### src/sv/heading_reference_offset_unit_macros.svh
// Assertion macros for the heading reference offset unit.
// Needs clk and rst in the scope of each use.
`ifndef HEADING_REFERENCE_OFFSET_UNIT_MACROS_SVH
`define HEADING_REFERENCE_OFFSET_UNIT_MACROS_SVH

// same-cycle implication
`define HRO_ASSERT_NOW(label, ante, cons, msg) \
  label: assert property (@(posedge clk) disable iff (rst) (ante) |-> (cons)) \
    else $error(msg);

// next-cycle implication
`define HRO_ASSERT_NEXT(label, ante, cons, msg) \
  label: assert property (@(posedge clk) disable iff (rst) (ante) |=> (cons)) \
    else $error(msg);

`endif

### src/sv/hro_pkg.sv
// Package for the heading reference offset unit: widths, heading constants,
// command codes, configuration register indexes. No dependencies.
package hro_pkg;

  localparam int MAX_SAMPLES = 1023;

  localparam int HEAD_W     = 13;
  localparam int OUT_W      = 14;
  localparam int CNT_W      = 10;
  localparam int THR_W      = 13;
  localparam int SUM_W      = 23;
  localparam int SQS_W      = 36;
  localparam int PROD_W     = 46;
  localparam int MUL_W      = 24;
  localparam int SPLIT_W    = 18;
  localparam int DIFF_W     = HEAD_W + 2;
  localparam int DIV_STEPS  = SUM_W;
  localparam int DIV_CNT_W  = $clog2(DIV_STEPS + 1);

  localparam int CFG_IDX_W  = 2;
  localparam int CFG_DATA_W = 13;

  localparam logic [HEAD_W-1:0] TURN      = HEAD_W'(5760);
  localparam logic [HEAD_W-1:0] HALF_TURN = HEAD_W'(2880);

  localparam logic CMD_REFERENCE = 1'b0;
  localparam logic CMD_MEASURE   = 1'b1;

  localparam logic [CNT_W-1:0] REF_LENGTH_RESET    = CNT_W'(300);
  localparam logic [THR_W-1:0] STD_THRESHOLD_RESET = THR_W'(16);

  localparam logic [CFG_IDX_W-1:0] REG_REF_LENGTH    = CFG_IDX_W'(0);
  localparam logic [CFG_IDX_W-1:0] REG_STD_THRESHOLD = CFG_IDX_W'(1);

endpackage

### src/sv/hro_channels.sv
// Handshake channels of the heading reference offset unit.
// Depends on hro_pkg.
interface hro_sample_if;
  import hro_pkg::*;

  logic              valid;
  logic              ready;
  logic              cmd;
  logic [HEAD_W-1:0] heading;

  modport source (output valid, output cmd, output heading, input ready);
  modport sink (input valid, input cmd, input heading, output ready);
endinterface

interface hro_result_if;
  import hro_pkg::*;

  logic                    valid;
  logic                    ready;
  logic signed [OUT_W-1:0] heading_out;
  logic                    offset_applied;
  logic                    reference_done;
  logic                    reference_stable;

  modport source (output valid, output heading_out, output offset_applied,
                  output reference_done, output reference_stable, input ready);
  modport sink (input valid, input heading_out, input offset_applied,
                input reference_done, input reference_stable, output ready);
endinterface

### src/sv/hro_mul.sv
// Shared unsigned multiplier with a registered product.
// Depends on hro_pkg.
module hro_mul (
  input  logic                          clk,
  input  logic [hro_pkg::MUL_W-1:0]     a,
  input  logic [hro_pkg::MUL_W-1:0]     b,
  output logic [2*hro_pkg::MUL_W-1:0]   p
);
  import hro_pkg::*;

  always_ff @(posedge clk) begin
    p <= a * b;
  end
endmodule

### src/sv/hro_div.sv
// Restoring divider, one quotient bit per cycle.
// Depends on hro_pkg.
module hro_div (
  input  logic                      clk,
  input  logic                      rst,
  input  logic                      start,
  input  logic [hro_pkg::SUM_W-1:0] dividend,
  input  logic [hro_pkg::CNT_W-1:0] divisor,
  output logic                      done,
  output logic [hro_pkg::SUM_W-1:0] quotient
);
  import hro_pkg::*;

  logic                 busy;
  logic [DIV_CNT_W-1:0] cnt;
  logic [CNT_W-1:0]     rem;
  logic [SUM_W-1:0]     dvd;
  logic [CNT_W:0]       rem_sh;
  logic [CNT_W:0]       rem_sub;
  logic                 fits;

  always_comb begin
    rem_sh  = {rem, dvd[SUM_W-1]};
    rem_sub = rem_sh - {1'b0, divisor};
    fits    = rem_sh >= {1'b0, divisor};
  end

  always_ff @(posedge clk) begin
    if (rst) begin
      busy <= 1'b0;
      done <= 1'b0;
      cnt  <= '0;
    end else begin
      done <= 1'b0;
      if (start) begin
        busy <= 1'b1;
        cnt  <= DIV_CNT_W'(DIV_STEPS);
        rem  <= '0;
        dvd  <= dividend;
      end else if (busy) begin
        rem <= fits ? rem_sub[CNT_W-1:0] : rem_sh[CNT_W-1:0];
        dvd <= {dvd[SUM_W-2:0], fits};
        cnt <= cnt - DIV_CNT_W'(1);
        if (cnt == DIV_CNT_W'(1)) begin
          busy <= 1'b0;
          done <= 1'b1;
        end
      end
    end
  end

  assign quotient = dvd;
endmodule

### src/sv/heading_reference_offset_unit.sv
// Heading reference offset unit. One item at a time: ready is high only while
// idle. A measure sample goes through S_START and S_WRITE to the result
// register, a reference sample that does not complete a reference through
// S_START, S_ACC and S_WRITE. The completing sample runs six passes through
// the shared 24x24 multiplier, a 46-bit stability compare and, when stable,
// the 23-step serial divider for the rounded mean. Ready returns as the result
// register loads. Results wait in an output register; the next sample is taken
// while one waits.
// Depends on hro_pkg, hro_channels, hro_mul, hro_div and the macro header.
`include "heading_reference_offset_unit_macros.svh"

module heading_reference_offset_unit (
  input  logic                          clk,
  input  logic                          rst,
  hro_sample_if.sink                    sample,
  hro_result_if.source                  result,
  input  logic                          cfg_we,
  input  logic [hro_pkg::CFG_IDX_W-1:0] cfg_index,
  input  logic [hro_pkg::CFG_DATA_W-1:0] cfg_data
);
  import hro_pkg::*;

  typedef enum logic [3:0] {
    S_IDLE, S_START, S_ACC, S_M1, S_M2, S_M3, S_M4, S_M5, S_M6,
    S_CMP, S_DIV, S_WRITE
  } state_t;

  state_t state;

  logic [CNT_W-1:0]  ref_length;
  logic [THR_W-1:0]  std_threshold;
  logic [CNT_W-1:0]  sample_total;
  logic [SUM_W-1:0]  heading_sum;
  logic [SQS_W-1:0]  heading_square_sum;
  logic [HEAD_W-1:0] last_sample;
  logic [HEAD_W-1:0] reference_offset;
  logic              offset_valid;

  logic              cmd;
  logic [HEAD_W-1:0] head;
  logic [PROD_W-1:0] sum_sq;
  logic [PROD_W-1:0] lim_sq;
  logic [PROD_W-1:0] acc;

  logic signed [OUT_W-1:0] st_heading;
  logic                    st_done;
  logic                    st_stable;

  logic [MUL_W-1:0]   mul_a;
  logic [MUL_W-1:0]   mul_b;
  logic [2*MUL_W-1:0] mul_p;

  logic             div_start;
  logic             div_done;
  logic [SUM_W-1:0] div_q;
  logic [SUM_W-1:0] div_dvd;

  logic [HEAD_W-1:0]        head_fold;
  logic [CNT_W-1:0]         target;
  logic [CNT_W-1:0]         total_inc;
  logic signed [DIFF_W-1:0] diff;
  logic signed [DIFF_W-1:0] diff_wrap;
  logic                     stable;

  hro_mul u_mul (
    .clk (clk),
    .a   (mul_a),
    .b   (mul_b),
    .p   (mul_p)
  );

  hro_div u_div (
    .clk      (clk),
    .rst      (rst),
    .start    (div_start),
    .dividend (div_dvd),
    .divisor  (sample_total),
    .done     (div_done),
    .quotient (div_q)
  );

  always_comb begin
    head_fold = (sample.heading >= TURN) ? sample.heading - TURN : sample.heading;

    target = ref_length;
    if (ref_length == '0) begin
      target = CNT_W'(1);
    end
    if (32'(ref_length) > 32'(MAX_SAMPLES)) begin
      target = CNT_W'(MAX_SAMPLES);
    end
    total_inc = sample_total + CNT_W'(1);

    diff = $signed({2'b00, head}) - $signed({2'b00, reference_offset});
    diff_wrap = diff;
    if (diff > $signed({2'b00, HALF_TURN})) begin
      diff_wrap = diff - $signed({2'b00, TURN});
    end else if (diff < -$signed({2'b00, HALF_TURN})) begin
      diff_wrap = diff + $signed({2'b00, TURN});
    end

    stable    = (acc - sum_sq) < lim_sq;
    div_start = (state == S_CMP) && stable;
    div_dvd   = heading_sum + SUM_W'(sample_total >> 1);

    mul_a = '0;
    mul_b = '0;
    case (state)
      S_START: begin
        mul_a = MUL_W'(head);
        mul_b = MUL_W'(head);
      end
      S_M1: begin
        mul_a = MUL_W'(heading_sum);
        mul_b = MUL_W'(heading_sum);
      end
      S_M2: begin
        mul_a = MUL_W'(std_threshold);
        mul_b = MUL_W'(sample_total);
      end
      S_M3: begin
        mul_a = mul_p[MUL_W-1:0];
        mul_b = mul_p[MUL_W-1:0];
      end
      S_M4: begin
        mul_a = MUL_W'(sample_total);
        mul_b = MUL_W'(heading_square_sum[SPLIT_W-1:0]);
      end
      S_M5: begin
        mul_a = MUL_W'(sample_total);
        mul_b = MUL_W'(heading_square_sum[SQS_W-1:SPLIT_W]);
      end
      default: begin
        mul_a = '0;
        mul_b = '0;
      end
    endcase
  end

  assign sample.ready = (state == S_IDLE);

  always_ff @(posedge clk) begin
    if (rst) begin
      state              <= S_IDLE;
      ref_length         <= REF_LENGTH_RESET;
      std_threshold      <= STD_THRESHOLD_RESET;
      sample_total       <= '0;
      heading_sum        <= '0;
      heading_square_sum <= '0;
      last_sample        <= '0;
      reference_offset   <= '0;
      offset_valid       <= 1'b0;
      result.valid       <= 1'b0;
    end else begin
      if (cfg_we) begin
        case (cfg_index)
          REG_REF_LENGTH:    ref_length    <= cfg_data[CNT_W-1:0];
          REG_STD_THRESHOLD: std_threshold <= cfg_data[THR_W-1:0];
          default: ;
        endcase
      end

      if (state == S_WRITE && (!result.valid || result.ready)) begin
        result.valid            <= 1'b1;
        result.heading_out      <= st_heading;
        result.offset_applied   <= offset_valid;
        result.reference_done   <= st_done;
        result.reference_stable <= st_stable;
      end else if (result.valid && result.ready) begin
        result.valid <= 1'b0;
      end

      case (state)
        S_IDLE: begin
          if (sample.valid) begin
            cmd   <= sample.cmd;
            head  <= head_fold;
            state <= S_START;
          end
        end
        S_START: begin
          st_done   <= 1'b0;
          st_stable <= 1'b0;
          if (cmd == CMD_MEASURE) begin
            st_heading <= offset_valid ? diff_wrap[OUT_W-1:0] : $signed(OUT_W'(head));
            state      <= S_WRITE;
          end else begin
            st_heading <= '0;
            state      <= S_ACC;
          end
        end
        S_ACC: begin
          sample_total       <= total_inc;
          heading_sum        <= heading_sum + SUM_W'(head);
          heading_square_sum <= heading_square_sum + SQS_W'(mul_p);
          last_sample        <= head;
          state              <= (total_inc >= target) ? S_M1 : S_WRITE;
        end
        S_M1: state <= S_M2;
        S_M2: begin
          sum_sq <= mul_p[PROD_W-1:0];
          state  <= S_M3;
        end
        S_M3: state <= S_M4;
        S_M4: begin
          lim_sq <= mul_p[PROD_W-1:0];
          state  <= S_M5;
        end
        S_M5: begin
          acc   <= mul_p[PROD_W-1:0];
          state <= S_M6;
        end
        S_M6: begin
          acc   <= acc + {mul_p[PROD_W-SPLIT_W-1:0], {SPLIT_W{1'b0}}};
          state <= S_CMP;
        end
        S_CMP: begin
          st_done   <= 1'b1;
          st_stable <= stable;
          if (stable) begin
            state <= S_DIV;
          end else begin
            reference_offset   <= last_sample;
            offset_valid       <= 1'b1;
            sample_total       <= '0;
            heading_sum        <= '0;
            heading_square_sum <= '0;
            state              <= S_WRITE;
          end
        end
        S_DIV: begin
          if (div_done) begin
            reference_offset   <= div_q[HEAD_W-1:0];
            offset_valid       <= 1'b1;
            sample_total       <= '0;
            heading_sum        <= '0;
            heading_square_sum <= '0;
            state              <= S_WRITE;
          end
        end
        S_WRITE: begin
          if (!result.valid || result.ready) begin
            state <= S_IDLE;
          end
        end
        default: state <= S_IDLE;
      endcase
    end
  end

  `HRO_ASSERT_NEXT(a_one_item, sample.valid && sample.ready, !sample.ready,
                   "item overlap")
  `HRO_ASSERT_NOW(a_stable_done, result.valid && result.reference_stable,
                  result.reference_done, "stable without done")
  `HRO_ASSERT_NOW(a_done_applied, result.valid && result.reference_done,
                  result.offset_applied, "done without offset")
  `HRO_ASSERT_NOW(a_ref_zero, result.valid && result.reference_done,
                  result.heading_out == '0, "reference heading not zero")

endmodule

### src/flat_wrapper.sv
// flat-port wrapper written by rule: the top's interface ports become plain ports
module heading_reference_offset_unit_flat import hro_pkg::*;
  (clk, rst, cfg_we, cfg_index, cfg_data, sample_valid, sample_cmd, sample_heading, sample_ready, result_valid, result_heading_out, result_offset_applied, result_reference_done, result_reference_stable, result_ready);
  hro_sample_if sample_i ();
  hro_result_if result_i ();
  input  logic clk;
  input  logic rst;
  input  logic cfg_we;
  input  logic [hro_pkg::CFG_IDX_W-1:0] cfg_index;
  input  logic [hro_pkg::CFG_DATA_W-1:0] cfg_data;
  input wire logic [$bits(sample_i.valid)-1:0] sample_valid;
  input wire logic [$bits(sample_i.cmd)-1:0] sample_cmd;
  input wire logic [$bits(sample_i.heading)-1:0] sample_heading;
  output wire logic [$bits(sample_i.ready)-1:0] sample_ready;
  output wire logic [$bits(result_i.valid)-1:0] result_valid;
  output wire logic [$bits(result_i.heading_out)-1:0] result_heading_out;
  output wire logic [$bits(result_i.offset_applied)-1:0] result_offset_applied;
  output wire logic [$bits(result_i.reference_done)-1:0] result_reference_done;
  output wire logic [$bits(result_i.reference_stable)-1:0] result_reference_stable;
  input wire logic [$bits(result_i.ready)-1:0] result_ready;
  assign sample_i.valid = sample_valid;
  assign sample_i.cmd = sample_cmd;
  assign sample_i.heading = sample_heading;
  assign sample_ready = sample_i.ready;
  assign result_valid = result_i.valid;
  assign result_heading_out = result_i.heading_out;
  assign result_offset_applied = result_i.offset_applied;
  assign result_reference_done = result_i.reference_done;
  assign result_reference_stable = result_i.reference_stable;
  assign result_i.ready = result_ready;
  heading_reference_offset_unit u_core (.clk(clk), .rst(rst), .sample(sample_i), .result(result_i), .cfg_we(cfg_we), .cfg_index(cfg_index), .cfg_data(cfg_data));
endmodule
### config.mk
export PLATFORM = sky130hd
export DESIGN_NAME = heading_reference_offset_unit_flat
export DESIGN_NICKNAME = d
export VERILOG_FILES = /design/src/sv/hro_pkg.sv /design/src/sv/hro_channels.sv /design/src/sv/hro_mul.sv /design/src/sv/hro_div.sv /design/src/sv/heading_reference_offset_unit.sv /design/src/flat_wrapper.sv
export VERILOG_INCLUDE_DIRS = /design/src /design/src/sv
export SDC_FILE = /design/constraint.sdc
export NUM_CORES = 2
export LEC_CHECK = 0
export BUFFER_PORTS_ARGS = -buffer_cell sky130_fd_sc_hd__buf_2
export CAP_MARGIN = 20
export CORE_ASPECT_RATIO = 1.1
export CORE_UTILIZATION = 55
export CTS_CLUSTER_SIZE = 14
export DETAILED_ROUTE_END_ITERATION = 8
export PLACE_DENSITY = 0.83
export SLEW_MARGIN = 40
export SYNTH_ARGS = -nofsm -noshare
export SYNTH_HDL_FRONTEND = slang
export SYNTH_SLANG_ARGS = --single-unit
### constraint.sdc
create_clock -name clk -period 10 [get_ports clk]
set_input_delay 2 -clock clk [delete_from_list [all_inputs] [get_ports clk]]
set_output_delay 2 -clock clk [all_outputs]
set_load 0.02 [all_outputs]
==> impl_metrics.ini <==
[timing]
min_period_over_period = 0.9549
finalClockSkew_ns = 0.03197
max_freq_mhz = 104.7
worst_slew_pin_slew_ns = 0.9699
tns_ns = 0
worst_slew_margin_rel = 0.3506
setup_viol = 0
maxSlewViolCount = 0
post-route-worst-setup-slack_ns = 0.4508
hold_viol = 0
fin_crit_ns = 9.549
grt_setup_unrepaired = false

[floorplanning]
fp.dieH_um = 290.8
initial_utilization = 0.5578
placeableCoreArea_um2 = 74750
floorplan.die.width_um = 264.5
dieArea_um2 = 76920
num_rows = 105
boundaryPins = 53

[cts]
h_tree_lvls = 2
cts-buffers-inserted = 40
clkSinkCount = 395
cts_repair_resize_count = 0
tritoncts_clock_tree = built
root_buffer = sky130_fd_sc_hd__clkbuf_16
worstSkewPairLatency_ns = 0.59
post_cts_hold_buffer_count = 0
cts.path.max_buffers = 3
cts.clk_slew.worst_paths_ns = 0.07
postCtsSetupRepairBufs = 0

[setup_path]
cp_slowest_cell = sky130_fd_sc_hd__nor2_1
worst_path_largest_cell_delay_ns = 0.69
timing.critical_path.required_ns = 10.51
cpLargestDelayFamily = adder cells
startpoint_type = register
crit_path_frequent_cell = sky130_fd_sc_hd__fa_1
timing.critical_path.to_type = register
arrival_ns = 10.06
criticalPathCategory = reg -> reg
timing.critical_path.buf_inv = 6
path_max_fanout = 19

[routing]
detail_route.wl_per_cell_um = 21.55
detail-route-antenna-nets = 0
first_iter_violations = 3478
routed-via-count = 33679
via_per_inst = 5.966
remaining_drc_errors = 0
detail_route.first_pass.iterations = 8
routed_wl_um = 121600

[global_route]
grt-ovfl-total = 0
grt_max_degree = 70
first_global_vias = 34103
grt_first_pass_wirelength_um = 189100
number_of_antenna_violations_at_the_first_check_in_global_routing = 4
grt.total_usage = 0.3194

[place]
pre_cts_setup_slack_ns = 0.7319
globalplace.congestion = 1.075
buffer_ports.inserted = 52
place.detailed.hpwl_um = 95060

[synthesis]
synth.yosys.warnings = 0
syn_area_um2 = 41690
total_of_flip_flops_plus_latches_after_synthesis = 395
yosysSeqAreaShare = 0.2420
avgSynthCellArea_um2 = 8.972
post_synth_top_flop = sky130_fd_sc_hd__edfxtp_1
post_synth_inst_count = 4647
synth.distinct_cells = 86
synth_edf_count = 218
post_synthesis_net_count = 5545
synthArstFlopShare = 0

[layout]
final_layout_size_suffix_gt1_frac = 0.05083
syn2layout_area_growth_pct = 6.968
layout.nets = 5549
number_of_antenna_cells_inserted = 0

[status]
outcome = finished clean

[power]
total_power_mw = 6.040
power.density_nw_per_um2 = 135.4
total_leakage_power_nw = 20.79
worst_ir_drop_vdd_mv = 0.1225

[run]
max_cap_check_violation_count = 0

[hold_path]
min-delay-path-class = reg -> reg
## through the flow
stage                 util  cell area (um^2)  instances  hold WS [ns]
finish              0.5966             44600       5645        0.4182
global route        0.5966             44600       5645        0.4220
CTS                 0.5966             44600       5645        0.4208
detailed placement  0.5785             43250       5572        0.4062
global placement    0.5778             43200       5570        0.4007
floorplan                -             41700       4647        0.4003
## cell families (layout without fill, tap and decap cells)
group,Yosys count,in the layout,share of synthesized area
buffers and inverters,995,1030,0.08958
AND/OR/NAND/NOR,1319,1319,0.1386
flip-flops,395,395,0.2420
XOR/XNOR,203,203,0.04264
AO/OA/AOI/OAI,821,821,0.1280
multiplexers,50,50,0.01203
adder cells (fa/ha/maj),864,864,0.3471
## area by class of cell
class	count	area (um^2)
multi-input combinational	3257	27970
tap	963	1205
clock buffer	50	1070
fill	6193	30150
clock inverter	23	280.3
inverter	823	3089
timing repair buffer	134	893.4
sequential	395	10090
## placed cells by master (no fill, tap or decap), types with 25 or more instances in the layout
cell	n
sky130_fd_sc_hd__a22o_1	36
sky130_fd_sc_hd__a21o_1	96
sky130_fd_sc_hd__xor2_1	72
sky130_fd_sc_hd__nor2b_1	30
sky130_fd_sc_hd__buf_4	81
sky130_fd_sc_hd__nand3_1	55
sky130_fd_sc_hd__inv_1	820
sky130_fd_sc_hd__a21oi_1	253
sky130_fd_sc_hd__and2_1	65
sky130_fd_sc_hd__ha_1	376
sky130_fd_sc_hd__nand2_1	605
sky130_fd_sc_hd__buf_2	51
sky130_fd_sc_hd__a211oi_1	41
sky130_fd_sc_hd__nand2b_1	28
sky130_fd_sc_hd__o21ai_0	152
sky130_fd_sc_hd__dfxtp_1	177
sky130_fd_sc_hd__xnor2_1	131
sky130_fd_sc_hd__edfxtp_1	218
sky130_fd_sc_hd__nand4_1	30
sky130_fd_sc_hd__nor2_1	335
sky130_fd_sc_hd__clkbuf_16	41
sky130_fd_sc_hd__o21bai_1	25
sky130_fd_sc_hd__fa_1	488
sky130_fd_sc_hd__nor3_1	78
sky130_fd_sc_hd__mux2i_1	49
## flip-flops by register name, indices dropped and copies added, names as in the netlist, 14 cells and up
register	cells
u_core.acc	46
u_core.heading_square_sum	36
u_core.heading_sum	23
u_core.lim_sq	46
u_core.result.heading_out	14
u_core.st_heading	14
u_core.sum_sq	46
u_core.u_div.quotient	23
u_core.u_mul.p	46
## worst reg2reg max path, delay by kind of cell, from the launching register on
| kind | cells | cell delay, ns |
|---|---|---|
| xor gates and xnor gates | 1 | 0.13 |
| adders and majority gates | 8 | 3.47 |
| and+or+nand+nor | 4 | 1.31 |
| buffers and inverters | 6 | 1.01 |
| AOI/OAI and AO/OA | 11 | 3.28 |
| DFF | 1 | 0.30 |
## final timing paths
kind	from	endpoint	slack (ns)	depth (start not counted)
setup / recovery	u_core.state[3]	u_core.u_mul.p[45]	0.45	30
hold / removal	u_core.st_heading[7]	u_core.result.heading_out[7]	0.42	0
setup reg to reg	u_core.state[3]	u_core.u_mul.p[45]	0.45	30
hold reg to reg	u_core.st_heading[7]	u_core.result.heading_out[7]	0.42	0
## synth_stat cells, types with 72 or more instances
| cell | instances | share of area |
|---|---|---|
| sky130_fd_sc_hd__xor2_1 | 72 | 0.015 |
| sky130_fd_sc_hd__o21ai_0 | 153 | 0.018 |
| sky130_fd_sc_hd__a21o_1 | 96 | 0.017 |
| sky130_fd_sc_hd__clkbuf_1 | 160 | 0.014 |
| sky130_fd_sc_hd__dfxtp_1 | 177 | 0.085 |
| sky130_fd_sc_hd__nand2_1 | 606 | 0.055 |
| sky130_fd_sc_hd__nor3_1 | 82 | 0.0098 |
| sky130_fd_sc_hd__xnor2_1 | 131 | 0.028 |
| sky130_fd_sc_hd__ha_1 | 376 | 0.11 |
| sky130_fd_sc_hd__fa_1 | 488 | 0.23 |
| sky130_fd_sc_hd__nor2_1 | 338 | 0.030 |
| sky130_fd_sc_hd__inv_1 | 820 | 0.074 |
| sky130_fd_sc_hd__a21oi_1 | 257 | 0.031 |
| sky130_fd_sc_hd__edfxtp_1 | 218 | 0.16 |
## power breakdown
group | internal, mW | total (mW) | switching, mW
sequential | 1.89 | 2.14 | 0.249
combinational | 0.810 | 2.33 | 1.52
clock | 0.899 | 1.56 | 0.666
## routing by layer
layer | vias up | global-route usage | wire length [um]
li1 | 15209 | - | -
met1 | 16181 | 0.3933 | 45680
met2 | 1784 | 0.5139 | 55130
met3 | 501 | 0.06423 | 11870
met4 | 4 | 0.2015 | 8933
met5 | - | 0 | 25
No activity file was read; power rests on OpenSTA's default activity.
